**src/design/millisecond_timer_bank_unit_assert.svh**
```systemverilog
// Assertion macros for the timer bank unit.
`ifndef MILLISECOND_TIMER_BANK_UNIT_ASSERT_SVH
`define MILLISECOND_TIMER_BANK_UNIT_ASSERT_SVH

// Implication checked on every clock edge outside reset.
`define MTB_ASSERT_IMP(lbl, ante, cons, msg) \
    lbl: assert property (@(posedge i_clk) disable iff (!i_rst_n) (ante) |-> (cons)) \
        else $error(msg);

// Implication whose consequent is checked on the next clock edge.
`define MTB_ASSERT_NEXT(lbl, ante, cons, msg) \
    lbl: assert property (@(posedge i_clk) disable iff (!i_rst_n) (ante) |=> (cons)) \
        else $error(msg);

`endif

```
**src/design/mtb_pkg.sv**
```systemverilog
package mtb_pkg;

    localparam int NUM_ONESHOT = 8;
    localparam int NUM_CALLS   = 8;
    localparam int COUNT_WIDTH = 16;

    localparam int OP_W    = 2;
    localparam int SLOT_W  = 3;
    localparam int VAL_W   = 16;
    localparam int KIND_W  = 2;
    localparam int SLOT_XW = 7;
    localparam int MAX_RESULTS = 8;
    localparam int EMIT_CW = $clog2(MAX_RESULTS);

    localparam int OS_IW   = (NUM_ONESHOT > 1) ? $clog2(NUM_ONESHOT) : 1;
    localparam int CALL_IW = (NUM_CALLS > 1) ? $clog2(NUM_CALLS) : 1;

    localparam logic [OP_W-1:0] OP_TICK      = 2'd0;
    localparam logic [OP_W-1:0] OP_SET_ONE   = 2'd1;
    localparam logic [OP_W-1:0] OP_SET_CALL  = 2'd2;
    localparam logic [OP_W-1:0] OP_READ_ONE  = 2'd3;

    localparam logic [KIND_W-1:0] KIND_ACK    = 2'd0;
    localparam logic [KIND_W-1:0] KIND_READ   = 2'd1;
    localparam logic [KIND_W-1:0] KIND_FIRED  = 2'd2;
    localparam logic [KIND_W-1:0] KIND_NOFIRE = 2'd3;

    typedef enum logic [0:0] {
        S_IDLE,
        S_SCAN
    } t_state;

    // Controller to datapath.
    typedef struct packed {
        logic in_ready;
        logic accept;
        logic emit;
        logic advance;
        logic scanning;
    } t_cmd;

    // Datapath to controller.
    typedef struct packed {
        logic out_free;
        logic tick_op;
        logic fire_any;
        logic cur_fire;
        logic emit_final;
    } t_stat;

endpackage

```
**src/design/mtb_ctrl.sv**
```systemverilog
module mtb_ctrl
    import mtb_pkg::*;
(
    input  logic  i_clk,
    input  logic  i_rst_n,
    input  logic  i_in_valid,
    input  t_stat i_stat,
    output t_cmd  o_cmd
);

    t_state r_state;
    t_state n_state;

    always_ff @(posedge i_clk) begin
        if (!i_rst_n) begin
            r_state <= S_IDLE;
        end else begin
            r_state <= n_state;
        end
    end

    // Next state.
    always_comb begin
        n_state = r_state;
        unique case (r_state)
            S_IDLE: begin
                if (i_in_valid && i_stat.out_free && i_stat.tick_op && i_stat.fire_any) begin
                    n_state = S_SCAN;
                end
            end
            S_SCAN: begin
                if (i_stat.cur_fire && i_stat.out_free && i_stat.emit_final) begin
                    n_state = S_IDLE;
                end
            end
            default: n_state = S_IDLE;
        endcase
    end

    // Commands.
    always_comb begin
        o_cmd = '0;
        unique case (r_state)
            S_IDLE: begin
                o_cmd.in_ready = i_stat.out_free;
                o_cmd.accept   = i_in_valid && i_stat.out_free;
            end
            S_SCAN: begin
                o_cmd.scanning = 1'b1;
                o_cmd.emit     = i_stat.cur_fire && i_stat.out_free;
                o_cmd.advance  = !i_stat.cur_fire || i_stat.out_free;
            end
            default: o_cmd = '0;
        endcase
    end

endmodule

```
**src/design/mtb_datapath.sv**
```systemverilog
module mtb_datapath
    import mtb_pkg::*;
(
    input  logic                i_clk,
    input  logic                i_rst_n,
    input  t_cmd                i_cmd,
    input  logic [OP_W-1:0]     i_op,
    input  logic [SLOT_W-1:0]   i_slot,
    input  logic [VAL_W-1:0]    i_delay_value,
    input  logic [VAL_W-1:0]    i_period_value,
    input  logic                i_out_stall,
    output t_stat               o_stat,
    output logic                o_out_valid,
    output logic [KIND_W-1:0]   o_kind,
    output logic [SLOT_W-1:0]   o_slot_out,
    output logic [VAL_W-1:0]    o_remaining,
    output logic                o_last
);

    logic [COUNT_WIDTH-1:0] r_os_cnt   [NUM_ONESHOT];
    logic [COUNT_WIDTH-1:0] r_call_cnt [NUM_CALLS];
    logic [COUNT_WIDTH-1:0] r_call_per [NUM_CALLS];

    logic [NUM_CALLS-1:0]   r_fire;
    logic [CALL_IW-1:0]     r_idx;
    logic [EMIT_CW-1:0]     r_emit_cnt;

    logic                   r_out_valid;
    logic [KIND_W-1:0]      r_kind;
    logic [SLOT_W-1:0]      r_slot;
    logic [VAL_W-1:0]       r_rem;
    logic                   r_last;

    logic [NUM_CALLS-1:0]   fire_vec;
    logic [SLOT_XW-1:0]     slot_x;
    logic                   os_hit;
    logic                   call_hit;
    logic [COUNT_WIDTH-1:0] dly;
    logic [COUNT_WIDTH-1:0] per;
    logic                   out_load;
    logic                   out_free;

    assign slot_x   = SLOT_XW'(i_slot);
    assign os_hit   = slot_x < SLOT_XW'(NUM_ONESHOT);
    assign call_hit = slot_x < SLOT_XW'(NUM_CALLS);
    assign dly      = COUNT_WIDTH'(i_delay_value);
    assign per      = COUNT_WIDTH'(i_period_value);

    // A call fires on this tick when its count is about to step from one to zero.
    always_comb begin
        for (int i = 0; i < NUM_CALLS; i++) begin
            fire_vec[i] = (r_call_cnt[i] == COUNT_WIDTH'(1));
        end
    end

    assign out_free = !r_out_valid || !i_out_stall;
    assign out_load = (i_cmd.accept && !(i_op == OP_TICK && (|fire_vec))) || i_cmd.emit;

    assign o_stat.out_free   = out_free;
    assign o_stat.tick_op    = (i_op == OP_TICK);
    assign o_stat.fire_any   = |fire_vec;
    assign o_stat.cur_fire   = r_fire[0];
    assign o_stat.emit_final = ((r_fire >> 1) == '0) || (r_emit_cnt == EMIT_CW'(MAX_RESULTS - 1));

    // Timer state.
    always_ff @(posedge i_clk) begin
        if (!i_rst_n) begin
            for (int i = 0; i < NUM_ONESHOT; i++) begin
                r_os_cnt[i] <= '0;
            end
            for (int i = 0; i < NUM_CALLS; i++) begin
                r_call_cnt[i] <= '0;
                r_call_per[i] <= '0;
            end
        end else if (i_cmd.accept) begin
            case (i_op)
                OP_TICK: begin
                    for (int i = 0; i < NUM_ONESHOT; i++) begin
                        if (r_os_cnt[i] != '0) begin
                            r_os_cnt[i] <= r_os_cnt[i] - 1'b1;
                        end
                    end
                    for (int i = 0; i < NUM_CALLS; i++) begin
                        if (fire_vec[i]) begin
                            r_call_cnt[i] <= r_call_per[i];
                        end else if (r_call_cnt[i] != '0) begin
                            r_call_cnt[i] <= r_call_cnt[i] - 1'b1;
                        end
                    end
                end
                OP_SET_ONE: begin
                    if (os_hit) begin
                        r_os_cnt[slot_x[OS_IW-1:0]] <= dly;
                    end
                end
                OP_SET_CALL: begin
                    if (call_hit) begin
                        r_call_cnt[slot_x[CALL_IW-1:0]] <= dly;
                        r_call_per[slot_x[CALL_IW-1:0]] <= per;
                    end
                end
                default: ;
            endcase
        end
    end

    // Fired-call walk: one call slot per cycle, pausing at a firing slot while the output is blocked.
    always_ff @(posedge i_clk) begin
        if (!i_rst_n) begin
            r_fire     <= '0;
            r_idx      <= '0;
            r_emit_cnt <= '0;
        end else if (i_cmd.accept && i_op == OP_TICK) begin
            r_fire     <= fire_vec;
            r_idx      <= '0;
            r_emit_cnt <= '0;
        end else begin
            if (i_cmd.advance) begin
                r_fire <= r_fire >> 1;
                r_idx  <= CALL_IW'(r_idx + 1'b1);
            end
            if (i_cmd.emit) begin
                r_emit_cnt <= EMIT_CW'(r_emit_cnt + 1'b1);
            end
        end
    end

    // Output word register.
    always_ff @(posedge i_clk) begin
        if (!i_rst_n) begin
            r_out_valid <= 1'b0;
        end else if (out_load) begin
            r_out_valid <= 1'b1;
        end else if (!i_out_stall) begin
            r_out_valid <= 1'b0;
        end
    end

    always_ff @(posedge i_clk) begin
        if (i_cmd.emit) begin
            r_kind <= KIND_FIRED;
            r_slot <= SLOT_W'(r_idx);
            r_rem  <= '0;
            r_last <= o_stat.emit_final;
        end else if (out_load) begin
            r_slot <= i_slot;
            r_rem  <= '0;
            r_last <= 1'b1;
            case (i_op)
                OP_TICK: begin
                    r_kind <= KIND_NOFIRE;
                    r_slot <= '0;
                end
                OP_READ_ONE: begin
                    r_kind <= KIND_READ;
                    if (os_hit) begin
                        r_rem <= VAL_W'(r_os_cnt[slot_x[OS_IW-1:0]]);
                    end
                end
                default: r_kind <= KIND_ACK;
            endcase
        end
    end

    assign o_out_valid = r_out_valid;
    assign o_kind      = r_kind;
    assign o_slot_out  = r_slot;
    assign o_remaining = r_rem;
    assign o_last      = r_last;

endmodule

```
**src/design/millisecond_timer_bank_unit.sv**
```systemverilog
// Bank of one-shot countdown timers and periodic call timers.
// Input channel (i_in_valid / o_in_stall) carries one op word: tick, set a
// one-shot delay, set a call delay and period, or read a one-shot count.
// Output channel (o_out_valid / i_out_stall) returns result words; the
// final word caused by an input carries o_last.
// Set and read ops: one result word, registered one cycle after accept.
// Tick: all counts step in the accept cycle. With no call firing, a single
// "no firing" word follows, registered at accept. Otherwise the call slots
// are walked one per cycle unless the output stalls, emitting a fired word
// for each expiring call in ascending slot order; the walk ends once the
// last firing slot has emitted.
// One op is in flight at a time; input stays stalled during a tick walk.
// When the receiver stalls, the output word holds; the walk steps past
// quiet slots and pauses at the next firing slot until the word drains.
// Reset (synchronous, active low) clears every count and period and
// empties the output register.
module millisecond_timer_bank_unit
    import mtb_pkg::*;
(
    input  logic                i_clk,
    input  logic                i_rst_n,
    input  logic                i_in_valid,
    output logic                o_in_stall,
    input  logic [OP_W-1:0]     i_op,
    input  logic [SLOT_W-1:0]   i_slot,
    input  logic [VAL_W-1:0]    i_delay_value,
    input  logic [VAL_W-1:0]    i_period_value,
    output logic                o_out_valid,
    input  logic                i_out_stall,
    output logic [KIND_W-1:0]   o_kind,
    output logic [SLOT_W-1:0]   o_slot_out,
    output logic [VAL_W-1:0]    o_remaining,
    output logic                o_last
);

    `include "millisecond_timer_bank_unit_assert.svh"

    t_cmd  w_cmd;
    t_stat w_stat;

    // Sequencer: idle / walking fired calls.
    mtb_ctrl u_ctrl (
        .i_clk      (i_clk),
        .i_rst_n    (i_rst_n),
        .i_in_valid (i_in_valid),
        .i_stat     (w_stat),
        .o_cmd      (w_cmd)
    );

    // Counts, periods, fire walk and output word register.
    mtb_datapath u_dp (
        .i_clk          (i_clk),
        .i_rst_n        (i_rst_n),
        .i_cmd          (w_cmd),
        .i_op           (i_op),
        .i_slot         (i_slot),
        .i_delay_value  (i_delay_value),
        .i_period_value (i_period_value),
        .i_out_stall    (i_out_stall),
        .o_stat         (w_stat),
        .o_out_valid    (o_out_valid),
        .o_kind         (o_kind),
        .o_slot_out     (o_slot_out),
        .o_remaining    (o_remaining),
        .o_last         (o_last)
    );

    // Hold off new ops while the output is blocked or a tick walk runs.
    assign o_in_stall = !w_cmd.in_ready;

    // An accepted op always yields a word or a walk on the next cycle.
    `MTB_ASSERT_NEXT(a_accept_progress, i_in_valid && !o_in_stall,
        o_out_valid || w_cmd.scanning, "accepted op produced no result")
    // No new op enters during a tick walk.
    `MTB_ASSERT_IMP(a_walk_blocks_input, w_cmd.scanning, o_in_stall,
        "input accepted during tick walk")
    // A tick without firings is always a single, final word.
    `MTB_ASSERT_IMP(a_nofire_last, o_out_valid && o_kind == KIND_NOFIRE, o_last,
        "no-firing word without last")

endmodule

```
**config.mk**
```make
export PLATFORM = sky130hd
export DESIGN_NAME = millisecond_timer_bank_unit
export DESIGN_NICKNAME = d
export VERILOG_FILES = /design/src/design/mtb_pkg.sv /design/src/design/mtb_ctrl.sv /design/src/design/mtb_datapath.sv /design/src/design/millisecond_timer_bank_unit.sv
export VERILOG_INCLUDE_DIRS = /design/src /design/src/design
export SDC_FILE = /design/constraint.sdc
export NUM_CORES = 1
export LEC_CHECK = 0
export BUFFER_PORTS_ARGS = -buffer_cell sky130_fd_sc_hd__buf_2
export CAP_MARGIN = 20
export CORE_MARGIN = 2
export CORE_UTILIZATION = 57
export CTS_CLUSTER_DIAMETER = 80
export CTS_CLUSTER_SIZE = 24
export DETAILED_ROUTE_END_ITERATION = 12
export GPL_ROUTABILITY_DRIVEN = 0
export GPL_TIMING_DRIVEN = 0
export PLACE_DENSITY = 0.74
export SYNTH_ARGS = -nofsm -noshare
export SYNTH_HDL_FRONTEND = slang
export SYNTH_SLANG_ARGS = --single-unit
```
**constraint.sdc**
```tcl
create_clock -name i_clk -period 4.9 [get_ports i_clk]
set_clock_uncertainty 0.1 [all_clocks]
set_input_delay 0.98 -clock i_clk [delete_from_list [all_inputs] [get_ports i_clk]]
set_output_delay 0.98 -clock i_clk [all_outputs]
set_load 0.005 [all_outputs]
```
==> metrics.csv <==
stage,metric,value,unit
clock_network,Worst-Skew Late Latency,0.61,ns
global_route,GR Util All Layers,34.3,%
clock_network,hold_buf cts,0,
global_route,GRT Residual Overflow,0,
sta,"Min Clock Period, post-route",4.29,ns
power_and_ir_drop,sequential share of power,55.0,%
clock_network,root buf cell,clkbuf_16,
clock_network,Resized cells post-CTS,0,
clock_network,Sink Count,422,
global_route,vias in the first global route,18900,
power_and_ir_drop,internal power,5.68,mW
global_route,first-pass GRT wire length,114,mm
synth,register area share after synthesis,50.8,%
synth,Post-Synthesis Cell Area,0.0243,mm²
clock_network,CTS H-Tree Depth,1,
critical_path,R2R Setup Slk,0.74,ns
critical_path,CP Class,in -> reg,
sta,setup TNS,0,ns
sta,period utilization,87.6,%
synth,Synth area leaders,"edfxtp_1 48%, nand2_1 6.3%, xnor2_1 4.3%",
place,IO buf count,47,
critical_path,"Arr. time, crit path",4.42,ns
sta,RSZ-0062 raised after global routing,false,
global_route,routing usage on met3,7.75,%
sta,f_max,233,MHz
power_and_ir_drop,Switching Share,28.0,%
detailed_routing,wire per inst,24.8,µm
synth,Yosys top cell area share,48.0,%
hold_path,hold wc startpoint,u_dp.o_remaining[1]$_SDFFE_PP0P_,
detailed_routing,Vias,20200,
synth,"FFs w/ async S/R, synth",0,%
synth,synth unique cells,77,
sta,Pins Over Slew Limit,0,
floorplan,chip height,210,µm
sta,Fin. Hold Viols,0,
global_route,met2 Resource Use GR,51.7,%
synth,Syn Nets,2529,
power_and_ir_drop,switching pwr,2.21,mW
sta,worst slew pin tran,1.21,ns
hold_path,Hold Path Stages,2,
finish,share of cells above drive strength 1,7.53,%
critical_path,CP Capture Type,register,
global_route,initial antenna violation count,6,
detailed_routing,Routed Antenna Nets,0,
critical_path,r2r endpoint,u_dp.r_call_cnt[6][10]$_DFFE_PP_,
clock_network,"Reg clk slew, reported paths",0.09,ns
detailed_routing,1st-iter DRT viols,2872,
critical_path,Crit path required time,5.03,ns
floorplan,Chip Width,210,µm
critical_path,CP max FO,25,
clock_network,TritonCTS clock tree,yes,
clock_network,clk buf depth,3,
clock_network,# Post-CTS Setup Buffers,0,
synth,"area leader, netlist",edfxtp_1,
floorplan,FP Rows,75,
critical_path,FF-to-FF path depth,9,
power_and_ir_drop,Comb pwr share,11.8,%
floorplan,initial core utilization,57.8,%
finish,Area Overhead vs Synth,8.14,%
power_and_ir_drop,PwrDens,301,mW/mm²
synth,yosys warns,0,
synth,Most used DFF post-synth,edfxtp_1,
finish,fillers,3463,
place,detailed placement HPWL,53.1,mm
finish,# diodes,0,
critical_path,Setup crit start kind,input port,
run,max cap viols,0,
global_route,GRT busiest layer,met2,
detailed_routing,DR vias/cell,6.56,
clock_network,TritonCTS buffer count,27,
power_and_ir_drop,Leak,9.23,nW
power_and_ir_drop,Peak VDD IR,0.000286,V
critical_path,reg-to-reg startpoint,u_dp.o_out_valid$_SDFFE_PN0P_,
floorplan,total die area,0.0443,mm²
synth,Avg Synthesized Cell Area,9.93,µm²
synth,Post-synth EDFFs,388,
detailed_routing,drt total wl,76.7,mm
finish,Layout Cells excl Fill,3089,
floorplan,Core Box Area,0.0420,mm²
synth,Post-Synthesis Cells,2446,
sta,Final setup violation count,0,
floorplan,# IOs,65,
place,Placed Cells,3037,
global_route,largest net degree at the start of global routing,26,
detailed_routing,DRC Markers,0,
hold_path,Hold Path Class,reg -> reg,
detailed_routing,First-pass DRT Iterations,6,
synth,synthesis-stage register bit count,422,
global_route,GR Layer Usage met1,48.5,%
power_and_ir_drop,Clk pwr share,33.2,%
run_status,status,completed,
finish,fin nets,2612,
hold_path,WHS Endpoint,u_dp.o_remaining[1]$_SDFFE_PP0P_,
sta,Slew Limit Headroom,19.6,%
[per-layer routing]
| layer | part of all wire, % | vias to the layer above |
|---|---|---|
| li1 | - | 8973 |
| met1 | 38 | 9660 |
| met2 | 44 | 1421 |
| met3 | 15 | 195 |
| met4 | 4.1 | 0 |
| met5 | 0 | - |
[worst max-delay path by stage]
stage / from / end / cells past startpoint
6_report: i_out_stall / u_dp.r_call_cnt[6][10]$_DFFE_PP_ / 10
5_1_grt: i_out_stall / u_dp.r_call_cnt[6][11]$_DFFE_PP_ / 10
4_1_cts: i_out_stall / u_dp.r_call_cnt[6][0]$_DFFE_PP_ / 10
3_5_place_dp: i_out_stall / u_dp.r_call_cnt[6][7]$_DFFE_PP_ / 10
3_3_place_gp: i_out_stall / u_dp.r_call_cnt[3][11]$_DFFE_PP_ / 7
2_1_floorplan: i_out_stall / u_dp.r_call_cnt[3][0]$_DFFE_PP_ / 6
[synth_stat cells, types with 42 or more instances]
library cell    n
edfxtp_1      388
nor2_1        160
o21ai_1       119
xnor2_1       120
inv_1          48
mux2i_1        59
clkbuf_1      113
xor2_1         88
nor3_1         55
a21oi_1        48
o21ai_0       171
ha_1           42
and3_1         55
and2_1         84
nand2_1       409
nand3_1        47
nor4_1         49
[layout make-up]
cell class | instances | area (µm²) | share of cell area (%)
Tap cell | 539 | 674 | 2.57
Sequential cell | 422 | 12300 | 46.9
Clock inverter | 17 | 249 | 0.948
Timing Repair Buffer | 54 | 322 | 1.22
Multi-Input combinational cell | 1818 | 11100 | 42.3
Buffer | 157 | 656 | 2.50
Inverter | 49 | 184 | 0.700
Clock buffer | 33 | 729 | 2.78
[per-stage QoR]
stage,utilization (%),total power [mW],hold slack (ns),instance area [µm²],setup WS [ns]
detailed placement,60.1,5.31,0.354,25300,0.155
CTS,62.4,7.86,0.369,26200,0.777
finish,62.5,7.90,0.367,26300,0.607
global placement,59.9,5.27,0.345,25200,-0.443
floorplan,-,4.93,0.340,24300,0.702
global route,62.5,8.09,0.387,26300,0.530
[worst max-delay path, cell delays in order]
cell	delay, ns
buf_2	0.12
a21oi_2	0.37
nand4_1	0.53
nor2_1	0.80
and3_1	0.25
clkbuf_1	0.21
nand2b_1	0.13
buf_2	0.21
buf_4	0.35
o21bai_2	0.46
[state kept, by name, summed over array words and instances (netlist names), 3 cells and up]
name              count
u_dp.r_call_cnt     128
u_dp.r_call_per     128
u_dp.r_os_cnt       128
u_dp.o_remaining     16
u_dp.r_fire           8
u_dp.o_slot_out       3
u_dp.r_emit_cnt       3
u_dp.r_idx            3
[placed cells by master, fill, tap and decap left out, types with 18 or more instances in the layout]
master     instances
nand2_1          409
edfxtp_1         388
o21ai_0          169
nor2_1           160
o21ai_1          121
xnor2_1          120
clkbuf_1         117
xor2_1            88
and2_1            84
buf_2             73
mux2i_1           59
nor3_1            55
and3_1            55
nor4_1            49
inv_1             48
a21oi_1           48
nand3_1           47
ha_1              42
o31ai_1           34
dfxtp_1           34
clkbuf_16         28
or4_1             25
or3_1             19
nand3b_1          18
a221oi_1          18
[power groups by stage]
stage	Combinational, mW	Clock, mW	Sequential, mW
3_5_place_dp	0.897	0	4.41
4_1_cts	0.903	2.62	4.33
5_1_grt	0.995	2.73	4.36
6_report	0.933	2.62	4.35
2_1_floorplan	0.593	0	4.33
3_3_place_gp	0.870	0	4.40
[logic make-up after synthesis]
group	after synthesis	share of synthesized area, %
and+or+nand+nor	1020	20.9
buffers and inverters	206	3.46
AOI/OAI and AO/OA	468	11.4
DFF	422	50.8
muxes	80	3.82
xor gates and xnor gates	208	7.50
adders and majority gates	42	2.16
Note: power is estimated with default switching activity, not from simulation.
